File: config.mk
export PLATFORM = sky130hd
export DESIGN_NAME = efia_grad
export DESIGN_NICKNAME = d
export VERILOG_FILES = /design/src/rtl/efia_pkg.sv /design/src/rtl/efia_serial_div.sv /design/src/rtl/efia_grad.sv
export SDC_FILE = /design/constraint.sdc
export NUM_CORES = 2
export LEC_CHECK = 0
export BUFFER_PORTS_ARGS = -buffer_cell sky130_fd_sc_hd__buf_4
export CAP_MARGIN = 20
export CORE_UTILIZATION = 43
export CTS_CLUSTER_DIAMETER = 30
export DETAILED_ROUTE_END_ITERATION = 10
export PLACE_DENSITY_LB_ADDON = 0.2
export SLEW_MARGIN = 20
export SYNTH_ARGS = -nofsm -noshare
export SYNTH_HDL_FRONTEND = slang
export SYNTH_SLANG_ARGS = --single-unit
export TNS_END_PERCENT = 100
File: constraint.sdc
create_clock -name clk -period 10.3 [get_ports clk]
set_input_delay 2.06 -clock clk [delete_from_list [all_inputs] [get_ports clk]]
set_output_delay 2.06 -clock clk [all_outputs]
set_load 0.005 [all_outputs]
File: src/rtl/efia_pkg.sv
package efia_pkg;

	// field widths
	localparam int DOSE_W   = 24;
	localparam int WEIGHT_W = 17;
	localparam int CFG_W    = 24;
	localparam int GRAD_W   = 32;
	localparam int G1_W     = 17;
	localparam int ACC_W    = 64;
	localparam int NUM_ACC  = 6;

	// serial divider widths
	localparam int DIV_W    = 50;
	localparam int DIVLO_W  = 32;
	localparam int STEP_W   = 6;

	// stream widths
	localparam int IN_TDATA_W  = 48;
	localparam int OUT_TDATA_W = NUM_ACC * ACC_W;

	// register indexes
	localparam logic REG_SLOPE = 1'b0;
	localparam logic REG_HALF  = 1'b1;

	// register reset values
	localparam logic [CFG_W-1:0] SLOPE_RESET = 24'd65536;
	localparam logic [CFG_W-1:0] HALF_RESET  = 24'd65536;

	// constant gradient term, 1.0 in q16.16
	localparam logic [GRAD_W-1:0] ONE_Q16 = 32'd65536;

	// division steps for the two quotients
	localparam logic [STEP_W-1:0] STEPS_RATIO = 6'd17;
	localparam logic [STEP_W-1:0] STEPS_SLOPE = 6'd32;

	// request to the serial divider
	typedef struct packed {
		logic               start;
		logic [DIV_W-1:0]   rem_init;
		logic [DIVLO_W-1:0] low;
		logic [DIV_W-1:0]   divisor;
		logic [STEP_W-1:0]  steps;
	} div_req_t;

	// gradient of one design point
	typedef struct packed {
		logic [G1_W-1:0]          g1;
		logic signed [GRAD_W-1:0] g2;
		logic                     sat;
	} grad_res_t;

endpackage

File: src/rtl/efia_serial_div.sv
module efia_serial_div (
	input  logic                             clk,
	input  logic                             arst_n,
	input  efia_pkg::div_req_t               req,
	output logic                             done,
	output logic [efia_pkg::DIVLO_W-1:0]     quo
);

	logic [efia_pkg::DIV_W-1:0]   rem_q;
	logic [efia_pkg::DIV_W-1:0]   div_q;
	logic [efia_pkg::DIVLO_W-1:0] low_q;
	logic [efia_pkg::DIVLO_W-1:0] quo_q;
	logic [efia_pkg::STEP_W-1:0]  cnt_q;
	logic                         busy_q;
	logic                         done_q;
	logic [efia_pkg::DIV_W+1:0]   diff;
	logic                         ge;

	// trial subtract of the shifted remainder
	always_comb begin
		diff = {1'b0, rem_q, low_q[efia_pkg::DIVLO_W-1]} - {2'b00, div_q};
		ge   = ~diff[efia_pkg::DIV_W+1];
	end

	// control
	always_ff @(posedge clk or negedge arst_n) begin
		if (!arst_n) begin
			busy_q <= 1'b0;
			done_q <= 1'b0;
			cnt_q  <= '0;
		end else begin
			done_q <= 1'b0;
			if (req.start) begin
				busy_q <= 1'b1;
				cnt_q  <= req.steps;
			end else if (busy_q) begin
				cnt_q <= cnt_q - 1'b1;
				if (cnt_q == 6'd1) begin
					busy_q <= 1'b0;
					done_q <= 1'b1;
				end
			end
		end
	end

	// one quotient bit per cycle
	always_ff @(posedge clk) begin
		if (req.start) begin
			rem_q <= req.rem_init;
			low_q <= req.low;
			div_q <= req.divisor;
			quo_q <= '0;
		end else if (busy_q) begin
			rem_q <= ge ? diff[efia_pkg::DIV_W-1:0]
			            : {rem_q[efia_pkg::DIV_W-2:0], low_q[efia_pkg::DIVLO_W-1]};
			low_q <= {low_q[efia_pkg::DIVLO_W-2:0], 1'b0};
			quo_q <= {quo_q[efia_pkg::DIVLO_W-2:0], ge};
		end
	end

	assign done = done_q;
	assign quo  = quo_q;

endmodule

File: src/rtl/efia_grad.sv
module efia_grad (
	input  logic                           clk,
	input  logic                           arst_n,
	input  logic                           start,
	input  logic [efia_pkg::DOSE_W-1:0]    dose,
	input  logic [efia_pkg::CFG_W-1:0]     slope,
	input  logic [efia_pkg::CFG_W-1:0]     half,
	output logic                           done,
	output efia_pkg::grad_res_t            res
);

	localparam logic [1:0] G_IDLE = 2'd0;
	localparam logic [1:0] G_MUL  = 2'd1;
	localparam logic [1:0] G_DIV1 = 2'd2;
	localparam logic [1:0] G_DIV2 = 2'd3;

	logic [1:0]                     state_q;
	logic [efia_pkg::DOSE_W-1:0]    x_q;
	logic [efia_pkg::DOSE_W:0]      c_q;
	logic [2*efia_pkg::DOSE_W-1:0]  sx_q;
	logic [efia_pkg::DIV_W-1:0]     cc_q;
	logic                           sneg_q;
	logic                           done_q;
	efia_pkg::grad_res_t            res_q;

	logic [efia_pkg::CFG_W-1:0]     s_mag;
	logic                           big;
	efia_pkg::div_req_t             dreq;
	logic                           div_done;
	logic [efia_pkg::DIVLO_W-1:0]   quo;
	logic [efia_pkg::GRAD_W:0]      g2_sat;

	// slope term from the quotient magnitude, saturated to q16.16
	function automatic logic [efia_pkg::GRAD_W:0] slope_term(
		input logic                         ovr,
		input logic [efia_pkg::GRAD_W-1:0]  mag,
		input logic                         neg
	);
		logic [efia_pkg::GRAD_W:0] r;
		if (neg) begin
			if (ovr || mag[efia_pkg::GRAD_W-1]) r = {1'b1, 32'h7FFF_FFFF};
			else r = {1'b0, mag};
		end else begin
			if (ovr || (mag > 32'h8000_0000)) r = {1'b1, 32'h8000_0000};
			else r = {1'b0, 32'(-mag)};
		end
		return r;
	endfunction

	assign s_mag  = slope[efia_pkg::CFG_W-1] ? 24'(-slope) : slope;
	// quotient reaches 2^32 when the upper half of the numerator covers the divisor
	assign big    = {18'd0, sx_q[2*efia_pkg::DOSE_W-1:16]} >= cc_q;
	assign g2_sat = slope_term(big, quo, sneg_q);

	// divider requests: ratio first, then slope term
	always_comb begin
		dreq = '0;
		unique case (state_q)
			G_MUL: begin
				dreq.start    = (c_q != '0);
				dreq.rem_init = 50'(x_q[efia_pkg::DOSE_W-1:1]);
				dreq.low      = {x_q[0], 31'd0};
				dreq.divisor  = 50'(c_q);
				dreq.steps    = efia_pkg::STEPS_RATIO;
			end
			G_DIV1: begin
				dreq.start    = div_done && !big;
				dreq.rem_init = 50'(sx_q[2*efia_pkg::DOSE_W-1:16]);
				dreq.low      = {sx_q[15:0], 16'd0};
				dreq.divisor  = cc_q;
				dreq.steps    = efia_pkg::STEPS_SLOPE;
			end
			default: dreq = '0;
		endcase
	end

	efia_serial_div u_div (
		.clk    (clk),
		.arst_n (arst_n),
		.req    (dreq),
		.done   (div_done),
		.quo    (quo)
	);

	// sequencer
	always_ff @(posedge clk or negedge arst_n) begin
		if (!arst_n) begin
			state_q <= G_IDLE;
			done_q  <= 1'b0;
		end else begin
			done_q <= 1'b0;
			unique case (state_q)
				G_IDLE: if (start) state_q <= G_MUL;
				G_MUL: begin
					if (c_q == '0) begin
						done_q  <= 1'b1;
						state_q <= G_IDLE;
					end else begin
						state_q <= G_DIV1;
					end
				end
				G_DIV1: begin
					if (div_done) begin
						if (big) begin
							done_q  <= 1'b1;
							state_q <= G_IDLE;
						end else begin
							state_q <= G_DIV2;
						end
					end
				end
				G_DIV2: begin
					if (div_done) begin
						done_q  <= 1'b1;
						state_q <= G_IDLE;
					end
				end
				default: state_q <= G_IDLE;
			endcase
		end
	end

	// operands and results
	always_ff @(posedge clk) begin
		if (state_q == G_IDLE && start) begin
			x_q    <= dose;
			c_q    <= {1'b0, dose} + {1'b0, half};
			sx_q   <= 48'(s_mag) * 48'(dose);
			sneg_q <= slope[efia_pkg::CFG_W-1];
		end
		if (state_q == G_MUL) begin
			cc_q <= 50'(c_q) * 50'(c_q);
			if (c_q == '0) res_q <= '0;
		end
		if (state_q == G_DIV1 && div_done) begin
			res_q.g1 <= quo[efia_pkg::G1_W-1:0];
			if (big) begin
				res_q.g2  <= g2_sat[efia_pkg::GRAD_W-1:0];
				res_q.sat <= g2_sat[efia_pkg::GRAD_W];
			end
		end
		if (state_q == G_DIV2 && div_done) begin
			res_q.g2  <= g2_sat[efia_pkg::GRAD_W-1:0];
			res_q.sat <= g2_sat[efia_pkg::GRAD_W];
		end
	end

	assign done = done_q;
	assign res  = res_q;

endmodule

==> flow_summary.toml <==
[global_routing]
grt_use_total = 0.2355
grt_pass1_vias = 42960
antenna_found_initial = 5
grt_first_pass_wirelength_mm = 241.5
gr-total-overflow = 0
grt_start_max_net_pins = 81

[drt]
first_iter_violations = 2615
finalWirelength_mm = 151.5
firstDrtPassIters = 6
ant_nets = 0
routedWlPerCell_um = 19.28
viasPerCell = 5.210
drc_errors = 0
vias = 40930

[setup_path]
cp.depth = 33
crit_path_end_kind = "flop"
reg2regPathDepth = 22
cp_num_buf_inv = 7
start_kind = "input pin"
critPathLaunch = "slope[4]"
cp.arrival_ns = 10.54
critPathKind = "in2reg"
critPathMaxFanout = 4
slowest_delay_ns = 0.52
critPathSlowestCell = "fa_1"
cp_data_required_time_ns = 10.75
crit_end = "sx_q[44]$_DFFE_PP_"
crit_top_cell = "fa_1"
rr_endpoint = "cc_q[43]$_DFFE_PP_"
rrSetupSlack_ns = 1.70
path_delay_family = "adder cells"
r2r_start = "c_q[16]$_DFFE_PP_"

[floorplanning]
dieWidth_um = 362.6
ios = 126
rows = 131
die_h_um = 362.6
design.die.area_mm2 = 0.1315
core_mm2 = 0.1283
start_util = 0.4358

[sta]
hold_violations = 0
tns_ns = 0
finalMaxSlewViolations = 0
tightest_slew_ns = 1.071
rsz0062_at_grt = "true"
slew_headroom = 0.2860
fmax_ghz = 0.09914
period_share = 0.9793
finalSetupViolCount = 0
finalCriticalPeriod_ns = 10.09
fin_skew_ns = 0.07784

[clocking]
cts_made_buffers = 90
path_clk_slew_ns = 0.05
clock_sinks = 356
clk_latency_ns = 0.66
holdBufCountCts = 0
clk_path_buf_depth = 3
htree_levels = 3
cts-root-buf = "clkbuf_16"
cts_tree = "yes"

[logic_synthesis]
syn_area_per_cell_um2 = 9.494
ys_async_sr_fraction = 0.03090
syn_inst = 5891
syn_nets = 7394
yosysUniqueCellTypes = 81
yosys-top-cells-area = "fa_1, edfxtp_1, ha_1, inv_1, and2_1"
synth_top_area_frac = 0.3404
yosys_warnings = 0
ys_seq_area_frac = 0.1785
synth_area_mm2 = 0.05593
yosysTopAreaCell = "fa_1"
synth-edff-count = 280
synth-main-ff-cell = "edfxtp_1"
synth_seq_cells = 356

[cells_and_area]
finalInstanceArea_mm2 = 0.06335
drive_above_1_share = 0.09438
fin_util = 0.4936
fin_nets = 7551
syn2layout_area_growth_pct = 13.27
n_fill_cell = 12060

[run]
maxCapViolCount = 0

[placement]
dpl_cell_area_mm2 = 0.05997
port_buffers = 125
gp_congestion = 0.9196
dpl.hpwl_mm = 120.1

[worst_hold_path]
hold_class = "reg2reg"

[outcome]
status = "finished clean"
logic make-up after synthesis:
group           count (synthesis)  synth area share
simple gates                 1592            0.1430
buf+inv                      1525            0.1031
fa+ha+maj                    1428            0.4471
compound gates                735           0.08671
flops                         356            0.1785
xor+xnor                      186           0.02913
mux                            69           0.01242
final cells by class:
type / count / area (um2) / area share
diodes: 3 / 7.507 / 0.0001185
clock buffers: 106 / 2374 / 0.03747
clock inverters: 62 / 788.3 / 0.01244
inverters: 1269 / 4766 / 0.07523
multi-input cells: 4010 / 40760 / 0.6433
flip-flops and latches: 356 / 9986 / 0.1576
well taps: 1729 / 2163 / 0.03415
repair buffers: 321 / 2512 / 0.03966
stage by stage:
step                hold WS, ns  std cells  worst slack, ns
global placement         0.4587       7682          -0.5318
floorplan                0.4483       5891         -0.07489
CTS                      0.4690       7850        -0.005279
global route             0.4874       7854         -0.09505
finish                   0.4634       7856           0.2134
detailed placement       0.4624       7682          -0.6704
synth_stat cells (all sizes together), types with 28 or more instances:
master / n
a21o: 94
a21oi: 211
a221oi: 29
a22o: 28
a22oi: 28
and2: 474
and3: 37
clkbuf: 246
dfxtp: 65
edfxtp: 280
fa: 951
ha: 477
inv: 1264
mux2i: 66
nand2: 546
nand3: 60
nand4: 34
nor2: 221
nor2b: 66
nor3: 39
o21ai: 128
o21bai: 30
o31ai: 29
xnor2: 126
xor2: 60
worst min-delay path, stage by stage, from the launching register on:
cell,delay (ns)
dfxtp_1,0.31
nand2_1,0.05
a21oi_1,0.05
registers in the layout, indices dropped and copies added (netlist names):
name	cells
cc_q	49
u_div.quo	32
u_div.busy_q	1
c_q	25
state_q	2
u_div.done	1
u_div.rem_q	50
sneg_q	1
sx_q	48
u_div.low_q	16
res	50
done	1
u_div.cnt_q	6
u_div.div_q	50
x_q	24
layout by cell type, fill, tap and decap left out, types with 13 or more instances in the layout:
master / count
nor4_1: 18
a21oi_1: 210
nand3_1: 59
nor3_1: 37
edfxtp_1: 280
nor2b_1: 66
nor2_1: 220
xnor2_1: 106
a22o_1: 28
o211ai_1: 16
dfxtp_1: 65
nand4_1: 34
o21a_1: 22
or3_1: 17
o21ai_0: 121
or2_2: 13
nand2_1: 542
a22oi_1: 28
inv_1: 1263
clkinv_2: 22
clkbuf_16: 91
a221oi_1: 27
fa_1: 947
nand2b_1: 21
a211oi_1: 19
buf_4: 311
a21o_1: 94
a31oi_1: 15
xnor2_2: 14
mux2i_1: 66
ha_1: 468
and3_1: 37
o31ai_1: 27
and2_1: 468
o21bai_1: 29
xor2_1: 60
routing by layer:
| metal | GRT usage | share of wire | up-vias |
|---|---|---|---|
| li1 | - | - | 18880 |
| met1 | 0.3378 | 0.46 | 20660 |
| met2 | 0.3799 | 0.46 | 1210 |
| met3 | 0.03130 | 0.065 | 175 |
| met4 | 0.04947 | 0.020 | 0 |
| met5 | 0 | 0 | - |
what timing repair did:
| item | 4_1_cts | 5_1_grt |
|---|---|---|
| hold endpoints to repair | 0 | 0 |
| setup endpoints to repair | 4 | 16 |
| pin swaps | 1 | 13 |
| setup buffers | 0 | 3 |
| gates resized for setup | 6 | 25 |
worst min path at each step:
stage / from / to / slack (ns) / cells past startpoint
after floorplan: c_q[0]$_DFFE_PP_ / cc_q[0]$_DFFE_PP_ / 0.45 / 0
after global placement: res[0]$_DFF_P_ / res[0]$_DFF_P_ / 0.46 / 2
after detailed placement: res[0]$_DFF_P_ / res[0]$_DFF_P_ / 0.46 / 2
after CTS: res[0]$_DFF_P_ / res[0]$_DFF_P_ / 0.47 / 2
after global routing: res[26]$_DFF_P_ / res[26]$_DFF_P_ / 0.49 / 1
final: res[0]$_DFF_P_ / res[0]$_DFF_P_ / 0.46 / 2
Power is not shown: default switching activity piles up to over one toggle a cycle in this logic, so the estimate is an artifact.
